[config.mk]
export PLATFORM = sky130hd
export DESIGN_NAME = ed_script_patch_applier_unit
export DESIGN_NICKNAME = d
export VERILOG_FILES = /design/src/sv/edsp_pkg.sv /design/src/sv/edsp_in_stage.sv /design/src/sv/edsp_engine.sv /design/src/sv/edsp_out_stage.sv /design/src/sv/ed_script_patch_applier_unit.sv
export SDC_FILE = /design/constraint.sdc
export NUM_CORES = 1
export LEC_CHECK = 0
export ABC_AREA = 1
export BUFFER_PORTS_ARGS = -buffer_cell sky130_fd_sc_hd__buf_4
export CORE_UTILIZATION = 58
export CTS_BUF_LIST = sky130_fd_sc_hd__clkbuf_8 sky130_fd_sc_hd__clkbuf_16
export CTS_CLUSTER_DIAMETER = 100
export CTS_CLUSTER_SIZE = 10
export DETAILED_ROUTE_END_ITERATION = 7
export HOLD_SLACK_MARGIN = 0.12
export PLACE_DENSITY_LB_ADDON = 0.05
export SLEW_MARGIN = 20
export SYNTH_ARGS = -nofsm -noshare
export SYNTH_HDL_FRONTEND = slang
export SYNTH_SLANG_ARGS = --single-unit
[constraint.sdc]
create_clock -name clock -period 7.8 [get_ports clock]
set_clock_uncertainty 0.15 [all_clocks]
set_input_delay 0.78 -clock clock [delete_from_list [all_inputs] [get_ports clock]]
set_output_delay 0.78 -clock clock [all_outputs]
set_load 0.02 [all_outputs]
[src/sv/edsp_pkg.sv]
`timescale 1ns / 1ps
`default_nettype none

package edsp_pkg;

   // Width of line numbers and counts; values saturate at all ones.
   localparam int LINE_BITS = 24;

   // Engine phases.
   localparam logic [3:0] PH_CMD  = 4'd0;
   localparam logic [3:0] PH_NUM1 = 4'd1;
   localparam logic [3:0] PH_NUM2 = 4'd2;
   localparam logic [3:0] PH_COPY = 4'd3;
   localparam logic [3:0] PH_DEL  = 4'd4;
   localparam logic [3:0] PH_APP  = 4'd5;
   localparam logic [3:0] PH_TAIL = 4'd6;
   localparam logic [3:0] PH_DONE = 4'd7;
   localparam logic [3:0] PH_EFMT = 4'd8;
   localparam logic [3:0] PH_ESRC = 4'd9;

   // Status codes reported with every result word.
   localparam logic [1:0] ST_WORKING = 2'd0;
   localparam logic [1:0] ST_DONE    = 2'd1;
   localparam logic [1:0] ST_EFORMAT = 2'd2;
   localparam logic [1:0] ST_ESOURCE = 2'd3;

   // Stream selector carried with each input word.
   localparam logic REQ_SCRIPT = 1'b0;
   localparam logic REQ_SOURCE = 1'b1;

   // Characters of the script syntax.
   localparam logic [7:0] CHAR_A    = 8'h61;
   localparam logic [7:0] CHAR_D    = 8'h64;
   localparam logic [7:0] CHAR_SP   = 8'h20;
   localparam logic [7:0] CHAR_NL   = 8'h0A;
   localparam logic [7:0] CHAR_ZERO = 8'h30;
   localparam logic [7:0] CHAR_NINE = 8'h39;

   typedef struct packed {
      logic       req_type;
      logic [7:0] data_byte;
      logic       script_last;
      logic       source_end;
   } item_type;

   typedef struct packed {
      logic       out_valid;
      logic [7:0] out_byte;
      logic       want_source;
      logic [1:0] status;
   } result_type;

endpackage

`default_nettype wire

[src/sv/edsp_in_stage.sv]
`timescale 1ns / 1ps
`default_nettype none

module edsp_in_stage (
   input  wire logic               clock,
   input  wire logic               reset,
   input  wire logic               take,
   input  wire edsp_pkg::item_type item,
   input  wire logic               advance,
   output logic                    held_valid,
   output edsp_pkg::item_type      held_item
);
   import edsp_pkg::*;

   logic     valid_ff;
   logic     valid_in;
   item_type item_ff;

   // A word leaves when the engine advances and a new one may land in the same cycle.
   assign valid_in = take | (valid_ff & ~advance);

   always_ff @(posedge clock) begin
      if (reset) begin
         valid_ff <= 1'b0;
      end else begin
         valid_ff <= valid_in;
      end
   end

   always_ff @(posedge clock) begin
      if (take) begin
         item_ff <= item;
      end
   end

   assign held_valid = valid_ff;
   assign held_item  = item_ff;

endmodule

`default_nettype wire

[src/sv/edsp_engine.sv]
`timescale 1ns / 1ps
`default_nettype none

module edsp_engine (
   input  wire logic               clock,
   input  wire logic               reset,
   input  wire logic               fire,
   input  wire edsp_pkg::item_type item,
   output edsp_pkg::result_type    result
);
   import edsp_pkg::*;

   localparam logic [LINE_BITS-1:0] LINE_MAX = '1;

   logic [3:0]           phase_ff,   phase_in;
   logic                 append_ff,  append_in;
   logic [LINE_BITS-1:0] target_ff,  target_in;
   logic [LINE_BITS-1:0] count_ff,   count_in;
   logic [LINE_BITS-1:0] current_ff, current_in;
   logic                 sdone_ff,   sdone_in;

   logic [3:0] step_phase;
   logic       terminal;
   logic       want_now;
   logic       is_digit;
   logic       is_nl;
   logic       ovalid;
   logic [7:0] obyte;

   // Multiply by ten and add one decimal digit, saturating at all ones.
   function automatic logic [LINE_BITS-1:0] add_digit(input logic [LINE_BITS-1:0] v,
                                                      input logic [3:0] d);
      logic [LINE_BITS+3:0] r;
      r = ({4'b0, v} << 3) + ({4'b0, v} << 1) + {{LINE_BITS{1'b0}}, d};
      if (r > {4'b0, LINE_MAX}) begin
         return LINE_MAX;
      end
      return r[LINE_BITS-1:0];
   endfunction

   assign terminal = phase_ff inside {PH_DONE, PH_EFMT, PH_ESRC};
   assign want_now = phase_ff inside {PH_COPY, PH_DEL, PH_TAIL};
   assign is_digit = (item.data_byte >= CHAR_ZERO) && (item.data_byte <= CHAR_NINE);
   assign is_nl    = item.data_byte == CHAR_NL;

   always_comb begin
      step_phase = phase_ff;
      append_in  = append_ff;
      target_in  = target_ff;
      count_in   = count_ff;
      current_in = current_ff;
      sdone_in   = sdone_ff;
      ovalid     = 1'b0;
      obyte      = 8'h00;

      if (fire && !terminal && (item.req_type == want_now)) begin
         if (item.req_type == REQ_SCRIPT) begin
            if (item.script_last) begin
               sdone_in = 1'b1;
            end
            case (phase_ff)
               PH_CMD: begin
                  if ((item.data_byte == CHAR_A) || (item.data_byte == CHAR_D)) begin
                     append_in  = item.data_byte == CHAR_A;
                     target_in  = '0;
                     count_in   = '0;
                     step_phase = item.script_last ? PH_EFMT : PH_NUM1;
                  end else begin
                     step_phase = PH_EFMT;
                  end
               end
               PH_NUM1: begin
                  if (is_digit) begin
                     target_in = add_digit(target_ff, item.data_byte[3:0]);
                     if (item.script_last) begin
                        step_phase = PH_EFMT;
                     end
                  end else if (item.data_byte == CHAR_SP) begin
                     step_phase = item.script_last ? PH_EFMT : PH_NUM2;
                  end else begin
                     step_phase = PH_EFMT;
                  end
               end
               PH_NUM2: begin
                  if (is_digit) begin
                     count_in = add_digit(count_ff, item.data_byte[3:0]);
                     if (item.script_last) begin
                        step_phase = PH_EFMT;
                     end
                  end else if (is_nl) begin
                     step_phase = PH_COPY;
                  end else begin
                     step_phase = PH_EFMT;
                  end
               end
               default: begin
                  // Appending: the script byte goes straight to the output.
                  ovalid = 1'b1;
                  obyte  = item.data_byte;
                  if (is_nl && (count_ff != '0)) begin
                     count_in = count_ff - 1'b1;
                  end
               end
            endcase
         end else begin
            if (phase_ff == PH_TAIL) begin
               if (item.source_end) begin
                  step_phase = PH_DONE;
               end else begin
                  ovalid = 1'b1;
                  obyte  = item.data_byte;
               end
            end else if (item.source_end) begin
               step_phase = PH_ESRC;
            end else if (phase_ff == PH_COPY) begin
               ovalid = 1'b1;
               obyte  = item.data_byte;
               if (is_nl && (current_ff != LINE_MAX)) begin
                  current_in = current_ff + 1'b1;
               end
            end else begin
               if (is_nl) begin
                  if (current_ff != LINE_MAX) begin
                     current_in = current_ff + 1'b1;
                  end
                  if (count_ff != '0) begin
                     count_in = count_ff - 1'b1;
                  end
               end
            end
         end
      end
   end

   // Fall through the phases that need no further word.
   always_comb begin
      phase_in = step_phase;
      if ((phase_in == PH_COPY) && (current_in >= target_in)) begin
         phase_in = append_in ? PH_APP : PH_DEL;
      end
      if (((phase_in == PH_DEL) || (phase_in == PH_APP)) && (count_in == '0)) begin
         phase_in = sdone_in ? PH_TAIL : PH_CMD;
      end
      if ((phase_in == PH_APP) && sdone_in && (count_in != '0)) begin
         phase_in = PH_EFMT;
      end
   end

   always_ff @(posedge clock) begin
      if (reset) begin
         phase_ff   <= PH_CMD;
         append_ff  <= 1'b0;
         target_ff  <= '0;
         count_ff   <= '0;
         current_ff <= '0;
         sdone_ff   <= 1'b0;
      end else begin
         phase_ff   <= phase_in;
         append_ff  <= append_in;
         target_ff  <= target_in;
         count_ff   <= count_in;
         current_ff <= current_in;
         sdone_ff   <= sdone_in;
      end
   end

   always_comb begin
      result.out_valid   = ovalid;
      result.out_byte    = obyte;
      result.want_source = phase_in inside {PH_COPY, PH_DEL, PH_TAIL};
      case (phase_in)
         PH_DONE: result.status = ST_DONE;
         PH_EFMT: result.status = ST_EFORMAT;
         PH_ESRC: result.status = ST_ESOURCE;
         default: result.status = ST_WORKING;
      endcase
   end

endmodule

`default_nettype wire

[src/sv/edsp_out_stage.sv]
`timescale 1ns / 1ps
`default_nettype none

module edsp_out_stage (
   input  wire logic                 clock,
   input  wire logic                 reset,
   input  wire logic                 load,
   input  wire edsp_pkg::result_type result,
   input  wire logic                 taken,
   output logic                      out_valid,
   output edsp_pkg::result_type      out_result
);
   import edsp_pkg::*;

   logic       valid_ff;
   logic       valid_in;
   result_type result_ff;

   assign valid_in = load | (valid_ff & ~taken);

   always_ff @(posedge clock) begin
      if (reset) begin
         valid_ff <= 1'b0;
      end else begin
         valid_ff <= valid_in;
      end
   end

   always_ff @(posedge clock) begin
      if (load) begin
         result_ff <= result;
      end
   end

   assign out_valid  = valid_ff;
   assign out_result = result_ff;

endmodule

`default_nettype wire

[src/sv/ed_script_patch_applier_unit.sv]
// Flow: an accepted word is held in the input register and moves into the result register
// (raising rsp_tvalid) when the result side is free.
// Throughput: one word per cycle while the result side is not stalled; the engine state
// updates once per advance of the single input register into the result register.
// Reset: synchronous, active high; the engine returns to waiting for a command letter
// with all counts at zero, and both pipeline registers are emptied.
`timescale 1ns / 1ps
`default_nettype none

module ed_script_patch_applier_unit (
   input  wire logic        clock,
   input  wire logic        reset,
   input  wire logic        req_tvalid,
   output logic             req_tready,
   input  wire logic [7:0]  req_tdata,   // data_byte
   input  wire logic [1:0]  req_tuser,   // [0] req_type, [1] source_end
   input  wire logic        req_tlast,   // script_last
   output logic             rsp_tvalid,
   input  wire logic        rsp_tready,
   output logic [15:0]      rsp_tdata,   // [7:0] out_byte, [8] want_source, [10:9] status
   output logic             rsp_tuser    // out_valid
);
   import edsp_pkg::*;

   item_type   req_item;
   item_type   held_item;
   logic       held_valid;
   logic       advance;
   result_type step_result;
   result_type rsp_result;

   // The input register moves into the result register whenever the result register
   // is empty or is being emptied in this same cycle.  The engine state changes only
   // on such an advance, so every word is applied exactly once.
   assign advance    = held_valid & (~rsp_tvalid | rsp_tready);
   assign req_tready = ~held_valid | advance;

   always_comb begin
      req_item.req_type    = req_tuser[0];
      req_item.data_byte   = req_tdata;
      req_item.script_last = req_tlast;
      req_item.source_end  = req_tuser[1];
   end

   edsp_in_stage u_in_stage (
      .clock      (clock),
      .reset      (reset),
      .take       (req_tvalid & req_tready),
      .item       (req_item),
      .advance    (advance),
      .held_valid (held_valid),
      .held_item  (held_item)
   );

   // Parser, line counters and phase sequencing for one word per cycle, on each advance.
   edsp_engine u_engine (
      .clock  (clock),
      .reset  (reset),
      .fire   (advance),
      .item   (held_item),
      .result (step_result)
   );

   edsp_out_stage u_out_stage (
      .clock      (clock),
      .reset      (reset),
      .load       (advance),
      .result     (step_result),
      .taken      (rsp_tready),
      .out_valid  (rsp_tvalid),
      .out_result (rsp_result)
   );

   assign rsp_tdata = {5'b0, rsp_result.status, rsp_result.want_source, rsp_result.out_byte};
   assign rsp_tuser = rsp_result.out_valid;

endmodule

`default_nettype wire

# Word level (Yosys, flattened, before mapping)
# Cells that the tools add are included.
word_totals:
  reg_bits: 103
  latch_bits: 0
  ram_bits: 0
  romBits: 0
  output_inout_bits: 19
  wordCells: 160
  n_memories: 0
classes:
  n_addsub: 6
  mul: 0
  div_mod_pow: 0
  n_lt_le_gt_ge: 5
  eq_ne: 24
  shift: 0
  mux: 77
  bitwise_logic: 12
  reduce_logical: 20
op_table:
  columns: ["op", "n"]
  rows:
  - ["24-bit two-way mux", 26]
  - ["24-bit case mux with 3 select lines", 1]
  - ["4-bit two-way mux", 16]
  - ["27-bit by 25-bit adder with 28-bit output", 2]
  - ["28-bit by 4-bit adder with 28-bit output", 2]
  - ["28-bit by 24-bit greater-than comparator with 1-bit output, second input constant", 2]
  - ["8-bit two-way mux", 6]
  - ["24-bit case mux with 2 select lines", 1]
  - ["24-bit nonzero test", 2]
  - ["4-bit by 3-bit equality test with 1-bit output, second input constant", 9]
  - ["24-bit by 1-bit adder with 24-bit output, second input constant", 1]
  - ["24-bit >= comparator", 1]
  - ["24-bit zero test", 1]
  - ["1-bit two-way mux", 24]
  - ["24-bit inequality test, second input constant", 1]
  - ["24-bit by 1-bit subtractor with 24-bit output, second input constant", 1]
  - ["4-bit by 2-bit equality test with 1-bit output, second input constant", 4]
  - ["4-bit equality test, second input constant", 4]
  - ["8-bit by 7-bit equality test with 1-bit output, second input constant", 2]
  - ["4-bit case mux with 3 select lines", 1]
  - ["1-bit logical AND", 9]
  - ["3-bit nonzero test", 3]
  - ["8-bit by 4-bit equality test with 1-bit output, second input constant", 1]
  - ["8-bit by 6-bit equality test with 1-bit output, second input constant", 1]
  - ["other kinds (13)", 23]

# Depth between registers and ports, before layout
logic_depth:
  depth_word: 26
  ltp_mapped: 39

# Hierarchy
# From an unflattened synthesis, not the netlist that was laid out.
unflattened:
  cells_unflattened: 1941
  area_unflattened_um2: 11866.4
by_module_without_submodules:
  columns: ["mod", "instances", "cells_per_inst", "area_per_inst_um2"]
  rows:
  - ["edsp_engine", 1, 1897, 11030.6]
  - ["edsp_out_stage", 1, 17, 400.4]
  - ["edsp_in_stage", 1, 16, 370.4]
  - ["ed_script_patch_applier_unit", 1, 11, 65.1]

# Worst setup path before layout
# Ideal clock, no wire load.
synth_path:
  path_kind: "reg-to-reg"
  start: "reg u_in_stage.item_ff (netlist bit u_in_stage.held_item[5])"
  end: "reg u_out_stage.result_ff (netlist bit u_out_stage.out_result[2]), data pin"
  setup_time_ns: 0.260
  arrival_time_ns: 5.321
  setup_slack_ns: 2.070
  path_stages_with_launch: 36
  n_path_buf: 1
  period_less_slack_ns: 5.730
  path_cell_list: "edfxtp_1 fa_1 fa_1 nand3_1 nand2_1 nand3_1 nand2_1 a21boi_1 inv_1 a21oi_2 o21ai_1 a21boi_1 o21ai_1 xor2_1 nor2_1 clkbuf_1 and3_1 o21ai_1 a21boi_1 ha_1 nand2_1 inv_1 o21ai_0 a21oi_1 a2111oi_0 o2111ai_1 nand4_2 nand2_1 nand3_1 inv_1 nand3_2 nor2_2 nor2_2 nor2_1 nand2_1 nand3_1"
synth_rtl:
  columns: ["element", "line_no", "rtl"]
  rows:
  - ["from (decl)", "edsp_in_stage.sv:17", "item_type item_ff;"]
  - ["from (signal assigned)", "edsp_in_stage.sv:32", "item_ff <= item;"]
  - ["to (signal assigned)", "edsp_out_stage.sv:31", "result_ff <= result;"]
  - ["to (decl)", "edsp_out_stage.sv:17", "result_type result_ff;"]

==> results.md <==
- Number of synthesized flops with an enable pin: 23
- Int Pwr: 915 uW
- Top cell type's share of synthesized area: 16.5%
- Iteration-0 DRC Markers: 963
- First-pass DRT Iterations: 5
- Number of diodes: 0
- Area leader, netlist: nand2_1
- Max Clk Rate: 0.142 GHz
- Post-DP Area: 12200 um2
- Routed wire length per instance: 15.2 um
- FP Rows: 51
- Logic gate share of total power: 26.4%
- P per Cell Area: 117 nW/um2
- Global Route Usage Sum: 31.9%
- Slowest-stage cell, CP: fa_1
- Worst slew margin: 39.8%
- Met2 global-route usage: 54.8%
- Met1 Usage GRT: 39.9%
- Final Critical Period: 7.05 ns
- Die area: 21000 um2
- Hpwl dp: 25500 um
- DRC Markers: 0
- Synth top area cells: nand2_1 16%, dfxtp_1 14%, ha_1 13%
- Starting density of the core: 60.1%
- Most used cell, CP: nand2_1
- IO Port Bufs: 28
- Io pins: 34
- Hold Crit Endpoint: u_engine.sdone_ff$_SDFF_PP0_
- Grt ovf: 0
- Setup crit start: u_in_stage.held_item[5]$_DFFE_PP_
- Initial antenna violation count: 0
- Switching share of power: 37.3%
- Register area share after synthesis: 19.3%
- Slew Viols, Final: 0
- Power share of the clock group: 33.3%
- Hold_buf cts: 0
- Min-Delay Startpoint: u_engine.sdone_ff$_SDFF_PP0_
- Net Switching: 544 uW
- Post-synth cell types: 58
- Register bit total from synthesis: 103
- Core ar.: 19700 um2
- Hold WC Path Type: reg2reg
- Worst vdd ir: 103 uV
- First-pass GRT wire length: 54700 um
- Worst flop-to-flop path endpoint: u_out_stage.out_result[2]$_DFFE_PP_
- RSZ-0062 raised after global routing: false
- CTS buffer count: 9
- Top_reg_cell synth: dfxtp_1
- Finished Cell Area: 12500 um2
- Largest net degree at the start of global routing: 81
- Max FO, Critical Path: 12
- Reg-to-reg startpoint: u_in_stage.held_item[5]$_DFFE_PP_
- Static leakage: 0.00642 uW
- Period utilization: 90.3%
- Most Crowded Layer GR: met2
- Setup Fix Bufs, Post-CTS: 0
- Crit. End Element: flop
- Number of global-route vias before repair: 11300
- Avg Synthesized Cell Area: 6.12 um2
- R2R Setup Slk: 0.75 ns
- Arr. time, crit path: 7.03 ns
- Layout cells sized above 1: 7.20%
- Crit Path Category: reg2reg
- Fin nets: 2065
- Via total after detailed routing: 12400
- Outcome: finished, final reports clean
- Hold depth: 2
- Ys async rst share: 0%
- Total Neg Setup Slack: 0 ns
- Met3 Track Usage GR: 3.49%
- Synthesis-to-finish area growth: 5.25%
- GPL Wtd Cong: 0.968
- Num Clock Sinks: 103
- CP peak stage delay: 0.58 ns
- Hold Fails Final Rpt: 0
- Post-Synthesis Cells: 1937
- Die height: 145 um
- Post-cts sizing count: 0
- Netlist Area Pre-Place: 11900 um2
- CTS tree: yes
- Clock root cell: clkbuf_16
- Worst skew pair latency: 0.37 ns
- Least-Margin Pin Slew: 0.903 ns
- # setup viols final: 0
- Worst-path clk slew: 0.09 ns
- Final ANT Viol Nets: 0
- Seq pwr share: 40.4%
- Vias per std cell: 5.63
- Max-Cap Viols: 0
- Yosys warning count: 0
- H-tree levels: 3
- WP data required: 7.78 ns
- Die Wd: 145 um
- Clock Path Buffers: 2
- Total Wirelength: 33400 um
- Worst reg2reg path depth: 35
- Startpoint Class: flop
==> kinds of logic after synthesis <==
family | count (synthesis) | synth area share, %
xor+xnor | 58 | 4.28
flops | 103 | 19.3
simple gates | 986 | 36.0
buf+inv | 324 | 11.0
other cells | 1 | 0.0316
compound gates | 340 | 15.9
fa+ha+maj | 125 | 13.4
==> per-stage QoR <==
stage / util [%] / hold WS [ns] / total power (uW) / worst slack, ns / std cells
floorplan: - / 0.274 / 889 / 2.07 / 1941
global route: 63.3 / 0.336 / 1530 / 0.0505 / 2195
detailed placement: 61.6 / 0.296 / 977 / 0.492 / 2179
global placement: 61.6 / 0.287 / 972 / 0.729 / 2179
finish: 63.3 / 0.308 / 1460 / 0.755 / 2195
CTS: 63.3 / 0.315 / 1460 / 0.479 / 2195
==> state kept, by name (all words and copies together) (netlist names) <==
| name | flops |
|---|---|
| u_in_stage.held_valid | 1 |
| u_engine.append_ff | 1 |
| u_out_stage.out_valid | 1 |
| u_engine.sdone_ff | 1 |
| u_engine.current_ff | 24 |
| u_engine.phase_ff | 4 |
| u_in_stage.held_item | 11 |
| u_engine.target_ff | 24 |
| u_out_stage.out_result | 12 |
| u_engine.count_ff | 24 |
==> power by group through the flow <==
stage	clock network [uW]	logic, uW	registers [uW]
after floorplan	0	299	591
after global routing	512	430	591
after CTS	496	379	588
after global placement	0	371	601
final	485	385	589
after detailed placement	0	376	601
==> worst max-delay path: cells and delay by family, from the launching register on <==
kind / cells / cell delay [ns]
flip-flops: 1 / 0.55
AND/OR/NAND/NOR: 17 / 2.03
adder cells (fa/ha/maj): 3 / 1.34
buffers and inverters: 3 / 0.24
XOR/XNOR: 1 / 0.16
AO/OA/AOI/OAI: 11 / 2.32
==> Yosys cell counts (13+ instances only) <==
master	instances
nand2_1	520
inv_1	241
nor2_1	222
a21oi_1	161
ha_1	121
nand3_1	93
o21ai_0	84
dfxtp_1	80
xor2_1	46
clkbuf_1	39
nand4_1	30
nor3_1	28
o21ai_1	26
edfxtp_1	23
inv_2	16
nor2_2	16
nand2_2	15
o21a_1	13
==> how the worst max path moves through the flow <==
stage	slack (ns)	to
final	0.75	u_out_stage.out_result[2]$_DFFE_PP_
after global routing	0.05	u_out_stage.out_result[2]$_DFFE_PP_
after CTS	0.48	u_out_stage.out_result[2]$_DFFE_PP_
after detailed placement	0.49	u_out_stage.out_result[2]$_DFFE_PP_
after global placement	0.73	u_out_stage.out_result[2]$_DFFE_PP_
after floorplan	2.07	u_out_stage.out_result[2]$_DFFE_PP_
==> area by class of cell <==
class	count	area [um2]
fill	1933	7240
clock buffer	9	225
multi-input combinational	1514	8280
sequential	103	2290
tap	265	332
clock inverter	7	91.3
inverter	260	977
timing repair buffer	37	278
==> metal layers <==
layer,vias up,wire [um]
met2,398,15700
met5,-,0
met3,85,1910
met4,0,1270
met1,5585,14500
li1,6295,-
==> cells in the final DEF (no fill, tap or decap), types with 4 or more instances in the layout <==
| master | synthesis | layout |
|---|---|---|
| ha_1 | 121 | 121 |
| a21boi_1 | 12 | 12 |
| o21a_1 | 13 | 13 |
| a22oi_1 | 6 | 6 |
| a21boi_0 | 10 | 10 |
| buf_4 | 7 | 37 |
| xor2_1 | 46 | 46 |
| and2_1 | 5 | 5 |
| a21oi_1 | 161 | 161 |
| conb_1 | 1 | 5 |
| o21ai_1 | 26 | 26 |
| and3_1 | 12 | 12 |
| nand2_1 | 520 | 520 |
| nand2_2 | 15 | 15 |
| fa_1 | 4 | 4 |
| nand3_2 | 7 | 7 |
| nor3_1 | 28 | 28 |
| nor4_1 | 8 | 8 |
| xnor2_1 | 12 | 12 |
| nand4_1 | 30 | 30 |
| a21oi_2 | 5 | 4 |
| a31oi_1 | 4 | 4 |
| inv_1 | 241 | 241 |
| nor2_4 | 6 | 6 |
| nand3_1 | 93 | 93 |
| o21ai_0 | 84 | 84 |
| dfxtp_1 | 80 | 80 |
| edfxtp_1 | 23 | 23 |
| o211ai_1 | 4 | 4 |
| inv_2 | 16 | 16 |
| nor2_1 | 222 | 220 |
| or2_2 | 7 | 7 |
| clkbuf_16 | 0 | 9 |
| nor2_2 | 16 | 18 |
Note: power is estimated with default switching activity, not from simulation.
